[src/rtl/core/lcdc_pkg.sv]
`timescale 1ns / 1ps
// ----------------------------------------------------------------------------
// lcdc_pkg
// shared types, command codes and helpers of the lcd command interface
// ----------------------------------------------------------------------------
package lcdc_pkg;

    localparam int VRAM_SIZE_DEF = 32768;

    localparam logic [7:0] CMD_IDLE    = 8'h00;
    localparam logic [7:0] CMD_SYSSET  = 8'h40;
    localparam logic [7:0] CMD_MWRITE  = 8'h42;
    localparam logic [7:0] CMD_MREAD   = 8'h43;
    localparam logic [7:0] CMD_SCROLL  = 8'h44;
    localparam logic [7:0] CMD_CSRW    = 8'h46;
    localparam logic [7:0] CMD_CSRR    = 8'h47;
    localparam logic [7:0] CMD_DIR_R   = 8'h4c;
    localparam logic [7:0] CMD_DIR_L   = 8'h4d;
    localparam logic [7:0] CMD_DIR_U   = 8'h4e;
    localparam logic [7:0] CMD_DIR_D   = 8'h4f;
    localparam logic [7:0] CMD_DISPOFF = 8'h58;
    localparam logic [7:0] CMD_DISPON  = 8'h59;
    localparam logic [7:0] CMD_HDOT    = 8'h5a;
    localparam logic [7:0] CMD_OVLAY   = 8'h5b;
    localparam logic [7:0] CMD_CGRAM   = 8'h5c;
    localparam logic [7:0] CMD_CSRFORM = 8'h5d;

    typedef enum logic [1:0] {
        KIND_CMD   = 2'd0,
        KIND_WR    = 2'd1,
        KIND_RD    = 2'd2,
        KIND_FLUSH = 2'd3
    } t_kind;

    typedef enum logic {
        ST_CLEAR = 1'b0,
        ST_RUN   = 1'b1
    } t_state;

    typedef struct packed {
        t_kind      kind;
        logic [7:0] bus_byte;
    } t_in_item;

    typedef struct packed {
        logic [7:0]  read_byte;
        logic        display_on;
        logic        changed;
        logic [15:0] cursor_address;
        logic [1:0]  mix_mode;
    } t_out_item;

    typedef struct packed {
        logic        we;
        logic        re;
        logic [15:0] addr;
        logic [7:0]  wdata;
    } t_mem_req;

    typedef struct packed {
        logic        display_on;
        logic        changed;
        logic        is_read;
        logic [15:0] cursor;
        logic [1:0]  mix;
    } t_ctrl_stat;

    function automatic logic [15:0] set_half(input logic [15:0] r, input logic hi,
                                             input logic [7:0] v);
        logic [15:0] res;
        res = hi ? {v, r[7:0]} : {r[15:8], v};
        return res;
    endfunction

endpackage

[src/rtl/core/lcdc_ctrl.sv]
`timescale 1ns / 1ps
// ----------------------------------------------------------------------------
// lcdc_ctrl
// command decoder, parameter registers and cursor of the lcd command interface
// ----------------------------------------------------------------------------
module lcdc_ctrl (
    input  logic                 i_clk,
    input  logic                 i_rst_n,
    input  logic                 i_accept,
    input  lcdc_pkg::t_in_item   i_item,
    output lcdc_pkg::t_mem_req   o_mem_req,
    output lcdc_pkg::t_ctrl_stat o_stat
);
    import lcdc_pkg::*;

    logic [7:0]  r_mode,        n_mode;
    logic [3:0]  r_stage,       n_stage;
    logic [3:0]  r_left,        n_left;
    logic        r_disp,        n_disp;
    logic        r_dirty,       n_dirty;
    logic [5:0]  r_sys_flags,   n_sys_flags;
    logic [2:0]  r_char_w,      n_char_w;
    logic [4:0]  r_char_h,      n_char_h;
    logic [7:0]  r_line_bytes [3];
    logic [7:0]  n_line_bytes [3];
    logic [15:0] r_pitch,       n_pitch;
    logic [15:0] r_blk_start [4];
    logic [15:0] n_blk_start [4];
    logic [7:0]  r_blk_lines [2];
    logic [7:0]  n_blk_lines [2];
    logic [2:0]  r_hdot,        n_hdot;
    logic [4:0]  r_ovl,         n_ovl;
    logic [15:0] r_font_base,   n_font_base;
    logic [1:0]  r_dir,         n_dir;
    logic [15:0] r_cursor,      n_cursor;
    logic        r_changed,     n_changed;
    logic        r_is_read,     n_is_read;

    logic        adv;
    logic [7:0]  v;
    logic [3:0]  s;

    assign v = i_item.bus_byte;
    assign s = r_stage;

    always_comb begin
        n_mode       = r_mode;
        n_stage      = r_stage;
        n_left       = r_left;
        n_disp       = r_disp;
        n_dirty      = r_dirty;
        n_sys_flags  = r_sys_flags;
        n_char_w     = r_char_w;
        n_char_h     = r_char_h;
        n_line_bytes = r_line_bytes;
        n_pitch      = r_pitch;
        n_blk_start  = r_blk_start;
        n_blk_lines  = r_blk_lines;
        n_hdot       = r_hdot;
        n_ovl        = r_ovl;
        n_font_base  = r_font_base;
        n_dir        = r_dir;
        n_cursor     = r_cursor;
        n_changed    = r_changed;
        n_is_read    = r_is_read;
        adv          = 1'b0;
        o_mem_req    = '{we: 1'b0, re: 1'b0, addr: r_cursor, wdata: v};

        if (i_accept) begin
            n_changed = 1'b0;
            n_is_read = 1'b0;
            unique case (i_item.kind)
                KIND_CMD: begin
                    unique case (v)
                        CMD_SYSSET: begin
                            n_disp  = 1'b0;
                            n_mode  = v;
                            n_stage = '0;
                            n_left  = 4'd8;
                        end
                        CMD_MWRITE, CMD_MREAD: begin
                            n_mode = v;
                            n_left = '0;
                        end
                        CMD_SCROLL: begin
                            n_mode  = v;
                            n_stage = '0;
                            n_left  = 4'd10;
                        end
                        CMD_CSRW, CMD_CSRR, CMD_CGRAM, CMD_CSRFORM: begin
                            n_mode  = v;
                            n_stage = '0;
                            n_left  = 4'd2;
                        end
                        CMD_DIR_R, CMD_DIR_L, CMD_DIR_U, CMD_DIR_D: begin
                            n_dir  = v[1:0];
                            n_mode = CMD_IDLE;
                        end
                        CMD_DISPOFF: begin
                            n_disp  = 1'b0;
                            n_mode  = v;
                            n_stage = '0;
                            n_left  = 4'd1;
                        end
                        CMD_DISPON: begin
                            n_disp  = 1'b1;
                            n_dirty = 1'b1;
                            n_mode  = v;
                            n_stage = '0;
                            n_left  = 4'd1;
                        end
                        CMD_HDOT, CMD_OVLAY: begin
                            n_mode  = v;
                            n_stage = '0;
                            n_left  = 4'd1;
                        end
                        default: begin
                            n_mode = CMD_IDLE;
                        end
                    endcase
                end
                KIND_WR: begin
                    unique case (r_mode)
                        CMD_SYSSET: begin
                            adv = 1'b1;
                            unique case (s)
                                4'd0: n_sys_flags = {r_sys_flags[5], v[5], v[3:0]};
                                4'd1: begin
                                    n_char_w    = v[2:0];
                                    n_sys_flags = {v[7], r_sys_flags[4:0]};
                                end
                                4'd2: n_char_h = {1'b0, v[3:0]};
                                4'd3: n_line_bytes[0] = v;
                                4'd4: n_line_bytes[1] = v;
                                4'd5: n_line_bytes[2] = v;
                                4'd6, 4'd7: n_pitch = set_half(r_pitch, s[0], v);
                                default: ;
                            endcase
                        end
                        CMD_SCROLL: begin
                            adv = 1'b1;
                            unique case (s)
                                4'd0, 4'd1:
                                    n_blk_start[0] = set_half(r_blk_start[0], s[0], v);
                                4'd2: n_blk_lines[0] = v;
                                4'd3: n_blk_start[1] = set_half(r_blk_start[1], 1'b0, v);
                                4'd4: n_blk_start[1] = set_half(r_blk_start[1], 1'b1, v);
                                4'd5: n_blk_lines[1] = v;
                                4'd6, 4'd7:
                                    n_blk_start[2] = set_half(r_blk_start[2], s[0], v);
                                4'd8, 4'd9:
                                    n_blk_start[3] = set_half(r_blk_start[3], s[0], v);
                                default: ;
                            endcase
                        end
                        CMD_CSRW: begin
                            adv      = 1'b1;
                            n_cursor = set_half(r_cursor, s != '0, v);
                        end
                        CMD_MWRITE: begin
                            o_mem_req.we = 1'b1;
                            n_cursor     = r_cursor + 16'd1;
                            n_dirty      = 1'b1;
                        end
                        CMD_HDOT: begin
                            adv    = 1'b1;
                            n_hdot = v[2:0];
                        end
                        CMD_OVLAY: begin
                            adv   = 1'b1;
                            n_ovl = v[4:0];
                        end
                        CMD_CGRAM: begin
                            adv         = 1'b1;
                            n_font_base = set_half(r_font_base, s != '0, v);
                        end
                        CMD_DISPOFF, CMD_DISPON, CMD_CSRFORM: begin
                            adv = 1'b1;
                        end
                        default: ;
                    endcase
                    if (adv) begin
                        n_stage = r_stage + 4'd1;
                        if (r_left != '0) begin
                            n_left = r_left - 4'd1;
                            if (r_left == 4'd1) begin
                                n_mode = CMD_IDLE;
                            end
                        end
                    end
                end
                KIND_RD: begin
                    o_mem_req.re = 1'b1;
                    n_is_read    = 1'b1;
                    if (r_mode == CMD_MREAD) begin
                        n_cursor = r_cursor + 16'd1;
                    end
                end
                KIND_FLUSH: begin
                    n_changed = r_dirty;
                    n_dirty   = 1'b0;
                end
            endcase
        end
    end

    always_ff @(posedge i_clk) begin
        if (!i_rst_n) begin
            r_mode       <= CMD_IDLE;
            r_stage      <= '0;
            r_left       <= '0;
            r_disp       <= 1'b0;
            r_dirty      <= 1'b0;
            r_sys_flags  <= '0;
            r_char_w     <= '0;
            r_char_h     <= '0;
            r_line_bytes <= '{default: '0};
            r_pitch      <= '0;
            r_blk_start  <= '{default: '0};
            r_blk_lines  <= '{default: '0};
            r_hdot       <= '0;
            r_ovl        <= '0;
            r_font_base  <= '0;
            r_dir        <= '0;
            r_cursor     <= '0;
            r_changed    <= 1'b0;
            r_is_read    <= 1'b0;
        end else begin
            r_mode       <= n_mode;
            r_stage      <= n_stage;
            r_left       <= n_left;
            r_disp       <= n_disp;
            r_dirty      <= n_dirty;
            r_sys_flags  <= n_sys_flags;
            r_char_w     <= n_char_w;
            r_char_h     <= n_char_h;
            r_line_bytes <= n_line_bytes;
            r_pitch      <= n_pitch;
            r_blk_start  <= n_blk_start;
            r_blk_lines  <= n_blk_lines;
            r_hdot       <= n_hdot;
            r_ovl        <= n_ovl;
            r_font_base  <= n_font_base;
            r_dir        <= n_dir;
            r_cursor     <= n_cursor;
            r_changed    <= n_changed;
            r_is_read    <= n_is_read;
        end
    end

    assign o_stat = '{display_on: r_disp, changed: r_changed, is_read: r_is_read,
                      cursor: r_cursor, mix: r_ovl[1:0]};

endmodule

[config.mk]
export PLATFORM = sky130hd
export DESIGN_NAME = lcdc_ctrl
export DESIGN_NICKNAME = d
export VERILOG_FILES = /design/src/rtl/core/lcdc_pkg.sv /design/src/rtl/core/lcdc_ctrl.sv
export SDC_FILE = /design/constraint.sdc
export NUM_CORES = 1
export LEC_CHECK = 0
export BUFFER_PORTS_ARGS = -buffer_cell sky130_fd_sc_hd__buf_2
export CAP_MARGIN = 20
export CORE_UTILIZATION = 40
export DETAILED_ROUTE_END_ITERATION = 8
export REMOVE_ABC_BUFFERS = 1
export SYNTH_ARGS = -nofsm -noshare
export SYNTH_HDL_FRONTEND = slang
export SYNTH_SLANG_ARGS = --single-unit
[constraint.sdc]
create_clock -name i_clk -period 1.8 [get_ports i_clk]
set_input_delay 0.36 -clock i_clk [delete_from_list [all_inputs] [get_ports i_clk]]
set_output_delay 0.36 -clock i_clk [all_outputs]
set_load 0.02 [all_outputs]
==> impl_results.html, run 1 <==
<table>
<tr><th>Metric</th><th>Value</th></tr>
<tr><th colspan="2">Synth</th></tr>
<tr><td>Count of unique library cells instantiated by Yosys</td><td>57</td></tr>
<tr><td>Total of warnings raised by yosys</td><td>0</td></tr>
<tr><td>Synthesized area</td><td>between 2000 and 3000 sq um</td></tr>
<tr><td>Gate Count Post-Synth</td><td>between 300 and 400</td></tr>
<tr><td>Synthesized area per cell</td><td>about 7.8 sq um</td></tr>
<tr><td>Fraction of synthesis flops using an asynchronous set or reset pin</td><td>0%</td></tr>
<tr><td>#FFs+latches synth</td><td>38</td></tr>
<tr><td>Proportion of synthesized chip area in sequential cells</td><td>29.4%</td></tr>
<tr><td>Ys flop type</td><td>sky130_fd_sc_hd__dfxtp_1</td></tr>
<tr><td>Number of synthesized flops with an enable pin</td><td>0</td></tr>
<tr><th colspan="2">Status</th></tr>
<tr><td>Result of the run</td><td>complete, but fails checks</td></tr>
<tr><td>Failing checks</td><td>negative setup slack</td></tr>
<tr><th colspan="2">Hold path</th></tr>
<tr><td>Cell depth of the worst min-delay path</td><td>3</td></tr>
<tr><td>Hold Path Class</td><td>primary input to register</td></tr>
<tr><th colspan="2">Timing</th></tr>
<tr><td>Total count of max-transition violations in the final report</td><td>0</td></tr>
<tr><td>Fin crit period</td><td>just over 2 ns</td></tr>
<tr><td>Clock Skew</td><td>0.0151 ns</td></tr>
<tr><td>Count of endpoints failing setup in the final report</td><td>21</td></tr>
<tr><td>Hold violation count in the final report</td><td>0</td></tr>
<tr><td>Worst-margin pin slew</td><td>around 0.37 ns</td></tr>
<tr><td>F_max</td><td>0.490 GHz</td></tr>
<tr><td>Worst setup slack after layout</td><td>-0.242 ns</td></tr>
<tr><td>Headroom to the max-slew limit</td><td>74.9%</td></tr>
<tr><td>Period utilization</td><td>113%</td></tr>
<tr><td>Unrepaired setup endpoints after global routing</td><td>true</td></tr>
<tr><th colspan="2">Cells and area</th></tr>
<tr><td>Ratio of cells with drive above 1 in the final layout</td><td>43.1%</td></tr>
<tr><td>Utilization of the core after routing</td><td>60.7%</td></tr>
<tr><td>Signed area change from the synthesized netlist to the final layout</td><td>42.9%</td></tr>
<tr><td>Total inserted antenna cells</td><td>0</td></tr>
<tr><td>Most common cell after layout, fill and taps aside</td><td>sky130_fd_sc_hd__buf_4</td></tr>
<tr><td>Post-layout net count</td><td>447</td></tr>
<tr><td>Most frequent cells in the layout</td><td>65 x sky130_fd_sc_hd__buf_4, 58 x sky130_fd_sc_hd__buf_2, 40 x sky130_fd_sc_hd__nand2_1, 34 x sky130_fd_sc_hd__dfxtp_1, 17 x sky130_fd_sc_hd__a21oi_1</td></tr>
<tr><th colspan="2">Setup path</th></tr>
<tr><td>Crit path DAT</td><td>1.68 ns</td></tr>
<tr><td>Register-to-register setup slack</td><td>-0.11 ns</td></tr>
<tr><td>List of cells traversed by the critical path</td><td>or4bb_4 &gt; or2_4 &gt; nor3_2 &gt; buf_4</td></tr>
<tr><td>Length in cells of the worst reg-to-reg path</td><td>8</td></tr>
<tr><td>Req. time, crit path</td><td>1.44 ns</td></tr>
<tr><td>Critical path fanouts, max</td><td>2</td></tr>
<tr><td>Critical Path Sink Type</td><td>output pin</td></tr>
<tr><td>Max incr delay on CP</td><td>0.52 ns</td></tr>
<tr><td>Category of the critical setup timing path</td><td>register to output pin</td></tr>
<tr><td>Slowest library cell on the worst path</td><td>sky130_fd_sc_hd__or4bb_4</td></tr>
<tr><td>Kind of start point of the critical path</td><td>register</td></tr>
<tr><th colspan="2">Floorplanning</th></tr>
<tr><td>Effective utilization at floorplan</td><td>42.5%</td></tr>
<tr><td>Die height</td><td>82.4 microns</td></tr>
<tr><td>Number of top-level pins</td><td>60</td></tr>
<tr><td>Die width</td><td>82.4 microns</td></tr>
<tr><td>Std-Cell Core Area</td><td>6100 sq um</td></tr>
<tr><td>DIE AREA</td><td>6800 sq um</td></tr>
<tr><td>Total number of placement rows</td><td>28</td></tr>
<tr><th colspan="2">CTS</th></tr>
<tr><td>Bufs on Longest Clock Path</td><td>2</td></tr>
<tr><td>Clock tree from TritonCTS</td><td>yes</td></tr>
<tr><td>Number of clock sinks</td><td>38</td></tr>
<tr><td>Clock insertion delay at the later pin of the skew report</td><td>0.31 ns</td></tr>
<tr><td>Max H-tree Level</td><td>2</td></tr>
<tr><td>Clock tree root driver cell</td><td>sky130_fd_sc_hd__clkbuf_8</td></tr>
<tr><td>Number of buffers inserted during clock tree synthesis</td><td>5</td></tr>
<tr><td>Quantity of hold-fixing buffers added after cts</td><td>0</td></tr>
<tr><td>Clock transition at path regs</td><td>0.08 ns</td></tr>
<tr><th colspan="2">Pwr</th></tr>
<tr><td>Seq pwr share</td><td>47.2%</td></tr>
<tr><td>Clock share of power</td><td>35.0%</td></tr>
<tr><td>P_int</td><td>0.00126 W</td></tr>
<tr><td>Net load switching power</td><td>about 0.00053 W</td></tr>
<tr><td>Power, Total</td><td>0.00179 W</td></tr>
<tr><td>Cell area power density</td><td>484 nW/um^2</td></tr>
<tr><td>Worst ir drop on vdd</td><td>approximately 0.25 mV</td></tr>
<tr><td>Share of total power consumed by net switching</td><td>29.4%</td></tr>
<tr><td>Pleak</td><td>1.57 nW</td></tr>
<tr><td>Proportion of power drawn by combinational gates</td><td>17.8%</td></tr>
<tr><th colspan="2">Global routing</th></tr>
<tr><td>Remaining global-route overflow</td><td>0</td></tr>
<tr><td>Global-route usage over all layers</td><td>between 20% and 30%</td></tr>
<tr><td>Number of antenna violations at the first check in global routing</td><td>0</td></tr>
<tr><td>Number of global-route vias before repair</td><td>2633</td></tr>
<tr><td>Pin count of the biggest net entering global routing</td><td>20</td></tr>
<tr><td>First-pass GRT wire length</td><td>12700 microns</td></tr>
<tr><th colspan="2">Placement</th></tr>
<tr><td>Number of port buffers</td><td>slightly below 60</td></tr>
<tr><td>HPWL Detailed</td><td>5770 microns</td></tr>
<tr><td>RePlAce Congestion</td><td>0.868</td></tr>
<tr><th colspan="2">Route</th></tr>
<tr><td>Drt initial violations</td><td>~200</td></tr>
<tr><td>WL/cell</td><td>16.5 microns</td></tr>
<tr><td>Via density per instance</td><td>5.73</td></tr>
<tr><td>Detail Route Antenna Nets</td><td>0</td></tr>
<tr><td>DRC violation count after routing</td><td>0</td></tr>
<tr><td>Overall routed net length</td><td>8330 microns</td></tr>
<tr><td>Count of vias placed by the detailed router</td><td>2886</td></tr>
<tr><td>Number of iterations in the first detailed-routing pass</td><td>5</td></tr>
<tr><th colspan="2">Job</th></tr>
<tr><td>Max-cap check violation count</td><td>0</td></tr>
</table>
-- final cells by class --
class / count / area [sq um]
fill: 552 / 2400
multi-input combinational: 241 / 1740
timing repair buffer: 132 / 972
sequential: 38 / 766
tap: 75 / 93.8
clock buffer: 5 / 68.8
inverter: 10 / 37.5
clock inverter: 3 / 21.3
-- Yosys cell counts, types with 3 or more instances --
cell	instances	area share, %
sky130_fd_sc_hd__nand2_1	40	5.8
sky130_fd_sc_hd__a22oi_1	3	0.87
sky130_fd_sc_hd__clkbuf_1	9	1.3
sky130_fd_sc_hd__dfxtp_1	38	29
sky130_fd_sc_hd__nor3_1	12	2.3
sky130_fd_sc_hd__a21o_1	5	1.5
sky130_fd_sc_hd__a21oi_1	24	4.6
sky130_fd_sc_hd__nor2_1	18	2.6
sky130_fd_sc_hd__o21a_1	5	1.5
sky130_fd_sc_hd__o21ai_0	13	2.5
sky130_fd_sc_hd__nor3b_1	8	2.3
sky130_fd_sc_hd__o22ai_1	4	0.97
sky130_fd_sc_hd__inv_1	9	1.3
sky130_fd_sc_hd__nand4_1	9	2.2
sky130_fd_sc_hd__nor4_1	3	0.73
sky130_fd_sc_hd__nand2b_1	4	0.97
sky130_fd_sc_hd__ha_1	6	2.9
sky130_fd_sc_hd__buf_2	6	1.2
sky130_fd_sc_hd__mux2i_1	12	4.6
sky130_fd_sc_hd__a31oi_1	4	0.97
sky130_fd_sc_hd__or3_1	4	0.97
sky130_fd_sc_hd__buf_4	27	7.8
sky130_fd_sc_hd__nand3_1	16	3.1
sky130_fd_sc_hd__a311oi_1	9	3.0
sky130_fd_sc_hd__and3_1	5	1.2
-- repair_timing --
action,CTS,global route
gates resized for setup,17,37
pin swaps,6,25
gates cloned,1,3
endpoints found under the setup margin,18,35
setup buffers,2,3
-- worst max-delay path: cells and delay by family, from the launching register on --
kind                   cells  cell delay, ns
flip-flops                 1            0.33
AND/OR/NAND/NOR            3            0.90
buffers and inverters      1            0.16
-- final timing paths --
kind / startpoint / to
max: r_mode[6] / o_mem_req[25]
min: i_item[5] / r_cursor[13]
max reg2reg: r_mode[6] / r_cursor[11]
min reg2reg: r_left[3] / r_left[3]
-- state kept, by name, indices dropped and copies added (netlist names) --
name,cells
r_mode,8
r_changed,1
r_stage,4
r_left,4
r_dirty,1
r_is_read,1
r_cursor,16
r_disp,1
r_ovl,2
-- power by group through the flow --
stage          combinational [W]  clock [W]  sequential (W)
6_report                0.000318   0.000625        0.000845
5_1_grt                 0.000341   0.000663        0.000846
3_5_place_dp            0.000266          0        0.000865
4_1_cts                 0.000282   0.000629        0.000845
3_3_place_gp            0.000265          0        0.000865
2_1_floorplan          0.0000897          0        0.000866
-- per-stage QoR --
| step | hold WS, ns | TNS, ns | std cells | area (sq um) | setup slack [ns] |
|---|---|---|---|---|---|
| floorplan | 0.436 | -4.65 | 289 | 2320 | -0.485 |
| global placement | 0.449 | -2.96 | 487 | 3240 | -0.309 |
| detailed placement | 0.454 | -3.17 | 487 | 3240 | -0.348 |
| CTS | 0.380 | -0.735 | 498 | 3440 | -0.287 |
| global route | 0.434 | -3.60 | 504 | 3700 | -0.282 |
| finish | 0.384 | -1.28 | 504 | 3700 | -0.242 |
-- metal layers --
metal,up-vias,routed length [microns],global-route usage (%)
met4,0,140,9.47
met3,12,420,3.74
met1,1371,3820,33.4
met2,104,3950,39.8
met5,-,0,0
li1,1399,-,-
-- kinds of logic (layout without fill, tap and decap cells) --
| group | Yosys count | after routing | synth area share, % |
|---|---|---|---|
| and+or+nand+nor | 134 | 134 | 27.1 |
| AOI/OAI and AO/OA | 89 | 89 | 24.1 |
| buffers and inverters | 53 | 150 | 11.9 |
| DFF | 38 | 38 | 29.4 |
| muxes | 12 | 12 | 4.64 |
| adders and majority gates | 6 | 6 | 2.90 |
Power figures use the tool's default switching activity.
==> run 2: changes to the inputs <==
--- a/config.mk
+++ b/config.mk
@@ -7,6 +7,7 @@
 export LEC_CHECK = 0
 export BUFFER_PORTS_ARGS = -buffer_cell sky130_fd_sc_hd__buf_2
 export CAP_MARGIN = 20
+export CORE_MARGIN = 3
 export CORE_UTILIZATION = 40
 export DETAILED_ROUTE_END_ITERATION = 8
 export REMOVE_ABC_BUFFERS = 1
==> run 2 against run 1 <==
Effect of this change: the flow still finishes with violations (negative setup slack); register-to-register slack lost 0.10 ns; utilization grew 1.0 points; combinational power shrank 4%; sequential share of layout area shrank 0.32 points; worst setup slack lost 0.0052 ns; clock-buffer cell count is the same; non-clock buffer count shrank 1; die area grew 9.9%; via count grew 1.8%; cell count shrank 0.20%; sequential cell count is the same; highest routed layer unchanged.
==> impl_results.html, run 2 (synthesis gave the netlist of run 1 again) <==
<table>
<tr><th>Metric</th><th>Value</th></tr>
<tr><th colspan="2">Setup path</th></tr>
<tr><td>Req. time, crit path</td><td>approximately 1.4 ns</td></tr>
<tr><td>Critical path fanouts, max</td><td>3</td></tr>
<tr><td>Max incr delay on CP</td><td>0.53 ns</td></tr>
<tr><td>Worst setup path start</td><td>r_mode[6]</td></tr>
<tr><td>Critical Path Sink Type</td><td>output pin</td></tr>
<tr><td>Slowest library cell on the worst path</td><td>sky130_fd_sc_hd__or4bb_4</td></tr>
<tr><td>Kind of start point of the critical path</td><td>register</td></tr>
<tr><td>Register-to-register setup slack</td><td>-0.21 ns</td></tr>
<tr><td>Category of the critical setup timing path</td><td>register to output pin</td></tr>
<tr><td>Length in cells of the worst reg-to-reg path</td><td>7</td></tr>
<tr><td>List of cells traversed by the critical path</td><td>or4bb_4 &gt; or2_4 &gt; nor3_2 &gt; buf_4</td></tr>
<tr><td>CP Capture Point</td><td>o_mem_req[25]</td></tr>
<tr><td>Endpoint of the worst register-to-register path</td><td>r_cursor[8]</td></tr>
<tr><td>Crit path DAT</td><td>1.69 ns</td></tr>
<tr><td>Worst reg2reg path startpoint</td><td>r_mode[3]</td></tr>
<tr><th colspan="2">Placement</th></tr>
<tr><td>HPWL Detailed</td><td>5850 microns</td></tr>
<tr><td>Cell count after placement</td><td>481</td></tr>
<tr><td>DP Area</td><td>3170 sq um</td></tr>
<tr><td>RePlAce Congestion</td><td>roughly 0.85</td></tr>
<tr><td>Number of port buffers</td><td>59</td></tr>
<tr><th colspan="2">Pwr</th></tr>
<tr><td>Worst ir drop on vdd</td><td>0.270 mV</td></tr>
<tr><td>Pleak</td><td>1.61 nW</td></tr>
<tr><td>Cell area power density</td><td>507 nW/um^2</td></tr>
<tr><th colspan="2">Cells and area</th></tr>
<tr><td>Ratio of cells with drive above 1 in the final layout</td><td>44.4%</td></tr>
<tr><td>Area of all placed cells without fillers</td><td>3760 sq um</td></tr>
<tr><td>Post-layout net count</td><td>446</td></tr>
<tr><td>Fill cell count</td><td>533</td></tr>
<tr><td>Biggest regs</td><td>r_cursor: 16 flops, r_mode: 8 flops</td></tr>
<tr><td>Most common cell after layout, fill and taps aside</td><td>sky130_fd_sc_hd__buf_2</td></tr>
<tr><td>Flip-flop count of the largest register, all copies and words added</td><td>16</td></tr>
<tr><td>Area used by sequential logic in the layout</td><td>767 sq um</td></tr>
<tr><td>Signed area change from the synthesized netlist to the final layout</td><td>45.3%</td></tr>
<tr><td>Post-Layout Cell Count</td><td>503</td></tr>
<tr><td>Multi-input logic area</td><td>1820 sq um</td></tr>
<tr><td>Largest reg by FF count</td><td>r_cursor</td></tr>
<tr><td>Most frequent cells in the layout</td><td>59 x sky130_fd_sc_hd__buf_2, 58 x sky130_fd_sc_hd__buf_4, 38 x sky130_fd_sc_hd__nand2_1, 33 x sky130_fd_sc_hd__dfxtp_1, 21 x sky130_fd_sc_hd__a21oi_1</td></tr>
<tr><td>Utilization of the core after routing</td><td>61.7%</td></tr>
<tr><td>Total inserted antenna cells</td><td>0</td></tr>
<tr><th colspan="2">Route</th></tr>
<tr><td>Via density per instance</td><td>5.84</td></tr>
<tr><td>WL/cell</td><td>17.4 microns</td></tr>
<tr><td>Number of iterations in the first detailed-routing pass</td><td>4</td></tr>
<tr><td>Count of vias placed by the detailed router</td><td>roughly 3000</td></tr>
<tr><td>Drt initial violations</td><td>158</td></tr>
<tr><td>DRC violation count after routing</td><td>0</td></tr>
<tr><td>Detail Route Antenna Nets</td><td>0</td></tr>
<tr><td>Overall routed net length</td><td>slightly below 9000 microns</td></tr>
<tr><th colspan="2">CTS</th></tr>
<tr><td>Clock insertion delay at the later pin of the skew report</td><td>0.30 ns</td></tr>
<tr><td>Number of buffers inserted during clock tree synthesis</td><td>5</td></tr>
<tr><td>Quantity of hold-fixing buffers added after cts</td><td>0</td></tr>
<tr><td>Clock tree from TritonCTS</td><td>yes</td></tr>
<tr><td>Bufs on Longest Clock Path</td><td>2</td></tr>
<tr><td>Clock tree root driver cell</td><td>sky130_fd_sc_hd__clkbuf_8</td></tr>
<tr><td>Clock transition at path regs</td><td>about 0.08 ns</td></tr>
<tr><td>Max H-tree Level</td><td>2</td></tr>
<tr><td>Number of clock sinks</td><td>38</td></tr>
<tr><th colspan="2">Global routing</th></tr>
<tr><td>Number of antenna violations at the first check in global routing</td><td>0</td></tr>
<tr><td>Peak-usage layer in the global routing report</td><td>met2</td></tr>
<tr><td>Met1 global-route usage</td><td>30.6%</td></tr>
<tr><td>First-pass GRT wire length</td><td>between 10000 and 15000 microns</td></tr>
<tr><td>M3 GR Usage</td><td>3.61%</td></tr>
<tr><td>Global-route usage over all layers</td><td>21.9%</td></tr>
<tr><td>Met2 global-route usage</td><td>33.9%</td></tr>
<tr><td>Number of global-route vias before repair</td><td>2624</td></tr>
<tr><td>Pin count of the biggest net entering global routing</td><td>20</td></tr>
<tr><td>Remaining global-route overflow</td><td>0</td></tr>
<tr><th colspan="2">Floorplanning</th></tr>
<tr><td>Die width</td><td>86.4 microns</td></tr>
<tr><td>Die height</td><td>86.4 microns</td></tr>
<tr><td>Effective utilization at floorplan</td><td>about 42%</td></tr>
<tr><td>Total number of placement rows</td><td>28</td></tr>
<tr><td>Number of top-level pins</td><td>60</td></tr>
<tr><td>DIE AREA</td><td>between 7000 and 8000 sq um</td></tr>
<tr><td>Std-Cell Core Area</td><td>6100 sq um</td></tr>
<tr><th colspan="2">Timing</th></tr>
<tr><td>Count of endpoints failing setup in the final report</td><td>29</td></tr>
<tr><td>Worst setup slack after layout</td><td>-0.247 ns</td></tr>
<tr><td>Headroom to the max-slew limit</td><td>between 60% and 70%</td></tr>
<tr><td>Unrepaired setup endpoints after global routing</td><td>true</td></tr>
<tr><td>Total count of max-transition violations in the final report</td><td>0</td></tr>
<tr><td>Total negative slack for setup checks</td><td>-2.84 ns</td></tr>
<tr><td>Worst-margin pin slew</td><td>0.469 ns</td></tr>
<tr><td>Fin crit period</td><td>2.05 ns</td></tr>
<tr><td>Period utilization</td><td>114%</td></tr>
<tr><td>Smallest hold slack</td><td>about 0.38 ns</td></tr>
<tr><td>F_max</td><td>0.488 GHz</td></tr>
<tr><td>Clock Skew</td><td>0.00694 ns</td></tr>
<tr><td>Hold violation count in the final report</td><td>0</td></tr>
<tr><th colspan="2">Hold path</th></tr>
<tr><td>Hold Path Class</td><td>primary input to register</td></tr>
<tr><th colspan="2">Status</th></tr>
<tr><td>Result of the run</td><td>complete, but fails checks</td></tr>
<tr><td>Failing checks</td><td>negative setup slack</td></tr>
<tr><th colspan="2">Job</th></tr>
<tr><td>Max-cap check violation count</td><td>0</td></tr>
</table>
run 2: worst min-delay path by stage:
| stage | endpoint | slack (ns) | from | cells after the start |
|---|---|---|---|---|
| floorplan | r_left[3] | 0.44 | r_left[3] | 2 |
| global placement | r_mode[6] | 0.46 | r_mode[6] | 2 |
| CTS | r_ovl[1] | 0.38 | i_item[1] | 3 |
| global route | r_ovl[1] | 0.40 | i_item[1] | 3 |
| finish | r_ovl[1] | 0.38 | i_item[1] | 3 |
| detailed placement | r_changed | 0.46 | r_changed | 2 |
run 2: cell type report:
class / count / area share (%)
Inverter: 10 / 0.998
Clock inverter: 3 / 1.06
Clock buffer: 5 / 1.83
Sequential cell: 38 / 20.4
Multi-Input combinational cell: 241 / 48.3
Tap cell: 75 / 2.49
Timing Repair Buffer: 131 / 25.0
run 2: power by group:
| part | leakage, nW | internal [W] | switching, W |
|---|---|---|---|
| Clock | 0.0579 | 0.000409 | 0.000349 |
| Sequential | 0.309 | 0.000843 | 0.00000206 |
| Combinational | 1.24 | 0.000133 | 0.000172 |
run 2: critical path, delay by kind of cell, from the launching register on:
kind | cells | cell delay, ns
buffers and inverters | 1 | 0.16
flip-flops | 1 | 0.34
AND/OR/NAND/NOR | 3 | 0.89
run 2: repair_timing:
item | CTS | global route
resized for setup | 37 | 41
pin swaps | 20 | 30
setup buffers | 7 | 7
cloned | 1 | 1
endpoints found under the setup margin | 29 | 34
run 2: per-stage QoR:
stage	worst slack [ns]	power, W
finish	-0.247	0.00191
global route	-0.310	0.00197
CTS	-0.265	0.00189
detailed placement	-0.345	0.00112
global placement	-0.329	0.00112
floorplan	-0.485	0.000956
run 2: routing by layer:
layer,up-vias,share of wire (%)
met5,-,0
li1,1400,-
met2,99,47
met4,0,1.9
met1,1428,46
met3,12,5.0
==> run 3: changes to the inputs <==
--- a/config.mk
+++ b/config.mk
@@ -8,8 +8,9 @@
 export BUFFER_PORTS_ARGS = -buffer_cell sky130_fd_sc_hd__buf_2
 export CAP_MARGIN = 20
 export CORE_MARGIN = 3
-export CORE_UTILIZATION = 40
+export CORE_UTILIZATION = 49
 export DETAILED_ROUTE_END_ITERATION = 8
+export PLACE_DENSITY = 0.77
 export REMOVE_ABC_BUFFERS = 1
 export SYNTH_ARGS = -nofsm -noshare
 export SYNTH_HDL_FRONTEND = slang
==> run 3 against run 2 <==
Effect of this change: utilization rose by 16 points; the flow still finishes with violations (negative setup slack); combinational power up 16%; cell count down 1.8%; sequential cell count did not move; die area shrank 17%; sequential power barely moved; sequential share of layout area decreased by 0.37 points; fmax fell by 2.7%; clock power decreased by 12%; clock skew is 0.0056 ns higher; power is 2.3% lower; first-iteration DRC count grew to 3.3 times the previous value; largest power group unchanged.
==> impl_results.html, run 3 (synthesis gave the netlist of run 1 again) <==
<table>
<tr><th>Metric</th><th>Value</th></tr>
<tr><th colspan="2">Floorplanning</th></tr>
<tr><td>Std-Cell Core Area</td><td>4910 sq um</td></tr>
<tr><td>DIE AREA</td><td>6190 sq um</td></tr>
<tr><td>Die height</td><td>78.7 microns</td></tr>
<tr><td>Total number of placement rows</td><td>25</td></tr>
<tr><td>Die width</td><td>78.7 microns</td></tr>
<tr><td>Number of top-level pins</td><td>60</td></tr>
<tr><td>Effective utilization at floorplan</td><td>52.7%</td></tr>
<tr><th colspan="2">Route</th></tr>
<tr><td>Detail Route Antenna Nets</td><td>0</td></tr>
<tr><td>Via density per instance</td><td>6.67</td></tr>
<tr><td>WL/cell</td><td>21.9 microns</td></tr>
<tr><td>Number of iterations in the first detailed-routing pass</td><td>7</td></tr>
<tr><td>Drt initial violations</td><td>529</td></tr>
<tr><td>Overall routed net length</td><td>10800 microns</td></tr>
<tr><td>Count of vias placed by the detailed router</td><td>3296</td></tr>
<tr><td>DRC violation count after routing</td><td>0</td></tr>
<tr><th colspan="2">Global routing</th></tr>
<tr><td>Pin count of the biggest net entering global routing</td><td>20</td></tr>
<tr><td>Number of antenna violations at the first check in global routing</td><td>0</td></tr>
<tr><td>Remaining global-route overflow</td><td>0</td></tr>
<tr><td>Number of global-route vias before repair</td><td>2655</td></tr>
<tr><td>First-pass GRT wire length</td><td>about 13000 microns</td></tr>
<tr><td>Global-route usage over all layers</td><td>26.5%</td></tr>
<tr><th colspan="2">Placement</th></tr>
<tr><td>RePlAce Congestion</td><td>0.919</td></tr>
<tr><td>HPWL Detailed</td><td>5660 microns</td></tr>
<tr><td>Number of port buffers</td><td>59</td></tr>
<tr><td>DP Area</td><td>3170 sq um</td></tr>
<tr><td>Pre-CTS setup slack</td><td>-0.336 ns</td></tr>
<tr><th colspan="2">CTS</th></tr>
<tr><td>Number of clock sinks</td><td>38</td></tr>
<tr><td>Bufs on Longest Clock Path</td><td>2</td></tr>
<tr><td>Clock transition at path regs</td><td>0.08 ns</td></tr>
<tr><td>Clock tree from TritonCTS</td><td>yes</td></tr>
<tr><td>Clock tree root driver cell</td><td>sky130_fd_sc_hd__clkbuf_8</td></tr>
<tr><td>Clock insertion delay at the later pin of the skew report</td><td>slightly above 0.3 ns</td></tr>
<tr><td>Max H-tree Level</td><td>2</td></tr>
<tr><td>Quantity of hold-fixing buffers added after cts</td><td>0</td></tr>
<tr><td>Number of buffers inserted during clock tree synthesis</td><td>5</td></tr>
<tr><th colspan="2">Setup path</th></tr>
<tr><td>Endpoint of the worst register-to-register path</td><td>r_cursor[9]</td></tr>
<tr><td>Critical Path Sink Type</td><td>output pin</td></tr>
<tr><td>Category of the critical setup timing path</td><td>register to output pin</td></tr>
<tr><td>Worst reg2reg path startpoint</td><td>r_mode[3]</td></tr>
<tr><td>CP Capture Point</td><td>o_mem_req[25]</td></tr>
<tr><td>Length in cells of the worst reg-to-reg path</td><td>7</td></tr>
<tr><td>Critical path fanouts, max</td><td>4</td></tr>
<tr><td>Register-to-register setup slack</td><td>-0.26 ns</td></tr>
<tr><td>Crit path DAT</td><td>about 1.8 ns</td></tr>
<tr><td>Worst setup path start</td><td>r_mode[3]</td></tr>
<tr><td>Kind of start point of the critical path</td><td>register</td></tr>
<tr><td>Req. time, crit path</td><td>1.44 ns</td></tr>
<tr><th colspan="2">Timing</th></tr>
<tr><td>Fin crit period</td><td>between 2 and 2.5 ns</td></tr>
<tr><td>Total negative slack for setup checks</td><td>-3.37 ns</td></tr>
<tr><td>Total count of max-transition violations in the final report</td><td>0</td></tr>
<tr><td>F_max</td><td>between 0.4 and 0.5 GHz</td></tr>
<tr><td>Smallest hold slack</td><td>between 0.4 and 0.5 ns</td></tr>
<tr><td>Worst setup slack after layout</td><td>-0.305 ns</td></tr>
<tr><td>Hold violation count in the final report</td><td>0</td></tr>
<tr><td>Period utilization</td><td>117%</td></tr>
<tr><td>Count of endpoints failing setup in the final report</td><td>30</td></tr>
<tr><td>Clock Skew</td><td>roughly 0.013 ns</td></tr>
<tr><td>Unrepaired setup endpoints after global routing</td><td>true</td></tr>
<tr><td>Worst-margin pin slew</td><td>a little over 0.4 ns</td></tr>
<tr><td>Headroom to the max-slew limit</td><td>72.8%</td></tr>
<tr><th colspan="2">Job</th></tr>
<tr><td>Max-cap check violation count</td><td>0</td></tr>
<tr><th colspan="2">Hold path</th></tr>
<tr><td>Hold Path Class</td><td>primary input to register</td></tr>
<tr><td>Min-Delay Startpoint</td><td>i_accept</td></tr>
<tr><th colspan="2">Status</th></tr>
<tr><td>Result of the run</td><td>complete, but fails checks</td></tr>
<tr><td>Failing checks</td><td>negative setup slack</td></tr>
<tr><th colspan="2">Pwr</th></tr>
<tr><td>Worst ir drop on vdd</td><td>0.324 mV</td></tr>
<tr><td>Pleak</td><td>approximately 1.6 nW</td></tr>
<tr><td>Cell area power density</td><td>486 nW/um^2</td></tr>
<tr><th colspan="2">Cells and area</th></tr>
<tr><td>Most common cell after layout, fill and taps aside</td><td>sky130_fd_sc_hd__buf_2</td></tr>
<tr><td>Total inserted antenna cells</td><td>0</td></tr>
<tr><td>Signed area change from the synthesized netlist to the final layout</td><td>48.0%</td></tr>
<tr><td>Area of all placed cells without fillers</td><td>around 3800 sq um</td></tr>
<tr><td>Largest reg by FF count</td><td>r_cursor</td></tr>
<tr><td>Flip-flop count of the largest register, all copies and words added</td><td>16</td></tr>
<tr><td>Multi-input logic area</td><td>1880 sq um</td></tr>
<tr><td>Fill cell count</td><td>roughly 300</td></tr>
<tr><td>Area used by sequential logic in the layout</td><td>767 sq um</td></tr>
<tr><td>Biggest regs</td><td>r_cursor: 16 flops, r_mode: 8 flops</td></tr>
<tr><td>Post-layout net count</td><td>445</td></tr>
<tr><td>Utilization of the core after routing</td><td>78.0%</td></tr>
<tr><td>Ratio of cells with drive above 1 in the final layout</td><td>between 40% and 50%</td></tr>
<tr><td>Most frequent cells in the layout</td><td>58 x sky130_fd_sc_hd__buf_2, 57 x sky130_fd_sc_hd__buf_4, 36 x sky130_fd_sc_hd__nand2_1, 33 x sky130_fd_sc_hd__dfxtp_1, 15 x sky130_fd_sc_hd__nand3_1</td></tr>
</table>
run 3: layout make-up:
type	instances	share of cell area (%)
Multi-Input combinational cell	241	49.1
Timing Repair Buffer	130	25.3
Sequential cell	38	20.0
Clock buffer	7	2.25
Tap cell	67	2.19
Inverter	10	0.979
Clock inverter	1	0.131
run 3: worst min path at each step:
stage | slack, ns | endpoint | depth (start not counted)
2_1_floorplan | 0.44 | r_left[3] | 2
3_3_place_gp | 0.45 | r_left[3] | 2
3_5_place_dp | 0.45 | r_changed | 2
4_1_cts | 0.43 | r_dirty | 3
5_1_grt | 0.46 | r_dirty | 3
6_report | 0.43 | r_dirty | 3
run 3: power breakdown:
group / switching (W) / total, W / internal (W)
sequential: 0.00000246 / 0.000846 / 0.000843
clock: 0.000354 / 0.000664 / 0.000310
combinational: 0.000202 / 0.000354 / 0.000153
run 3: metal layers:
| metal | part of all wire [%] | vias to the layer above | track usage [%] |
|---|---|---|---|
| met2 | 47 | 284 | 42.4 |
| met3 | 10 | 90 | 4.82 |
| met1 | 35 | 1519 | 35.5 |
| li1 | - | 1403 | - |
| met4 | 6.9 | 0 | 9.27 |
| met5 | 0 | - | 0 |
run 3: metrics by stage:
stage                     power, W  cells
final                      0.00186    494
after CTS                  0.00176    484
after detailed placement   0.00112    471
after global placement     0.00112    471
after global routing       0.00190    494
after floorplan           0.000956    289
run 3: critical path, cell delays in order, from the launching register on:
cell and delay, ns:
sky130_fd_sc_hd__dfxtp_2 0.34, sky130_fd_sc_hd__or4_4 0.56, sky130_fd_sc_hd__or2_4 0.28, sky130_fd_sc_hd__nor3_2 0.10
sky130_fd_sc_hd__buf_4 0.16
run 3: timing repair:
action                                  in CTS  in global routing
setup buffers                                3                  8
gates resized for setup                     32                 68
endpoints found under the setup margin      24                 32
pin swaps                                   15                 34
cloned                                       2                  2
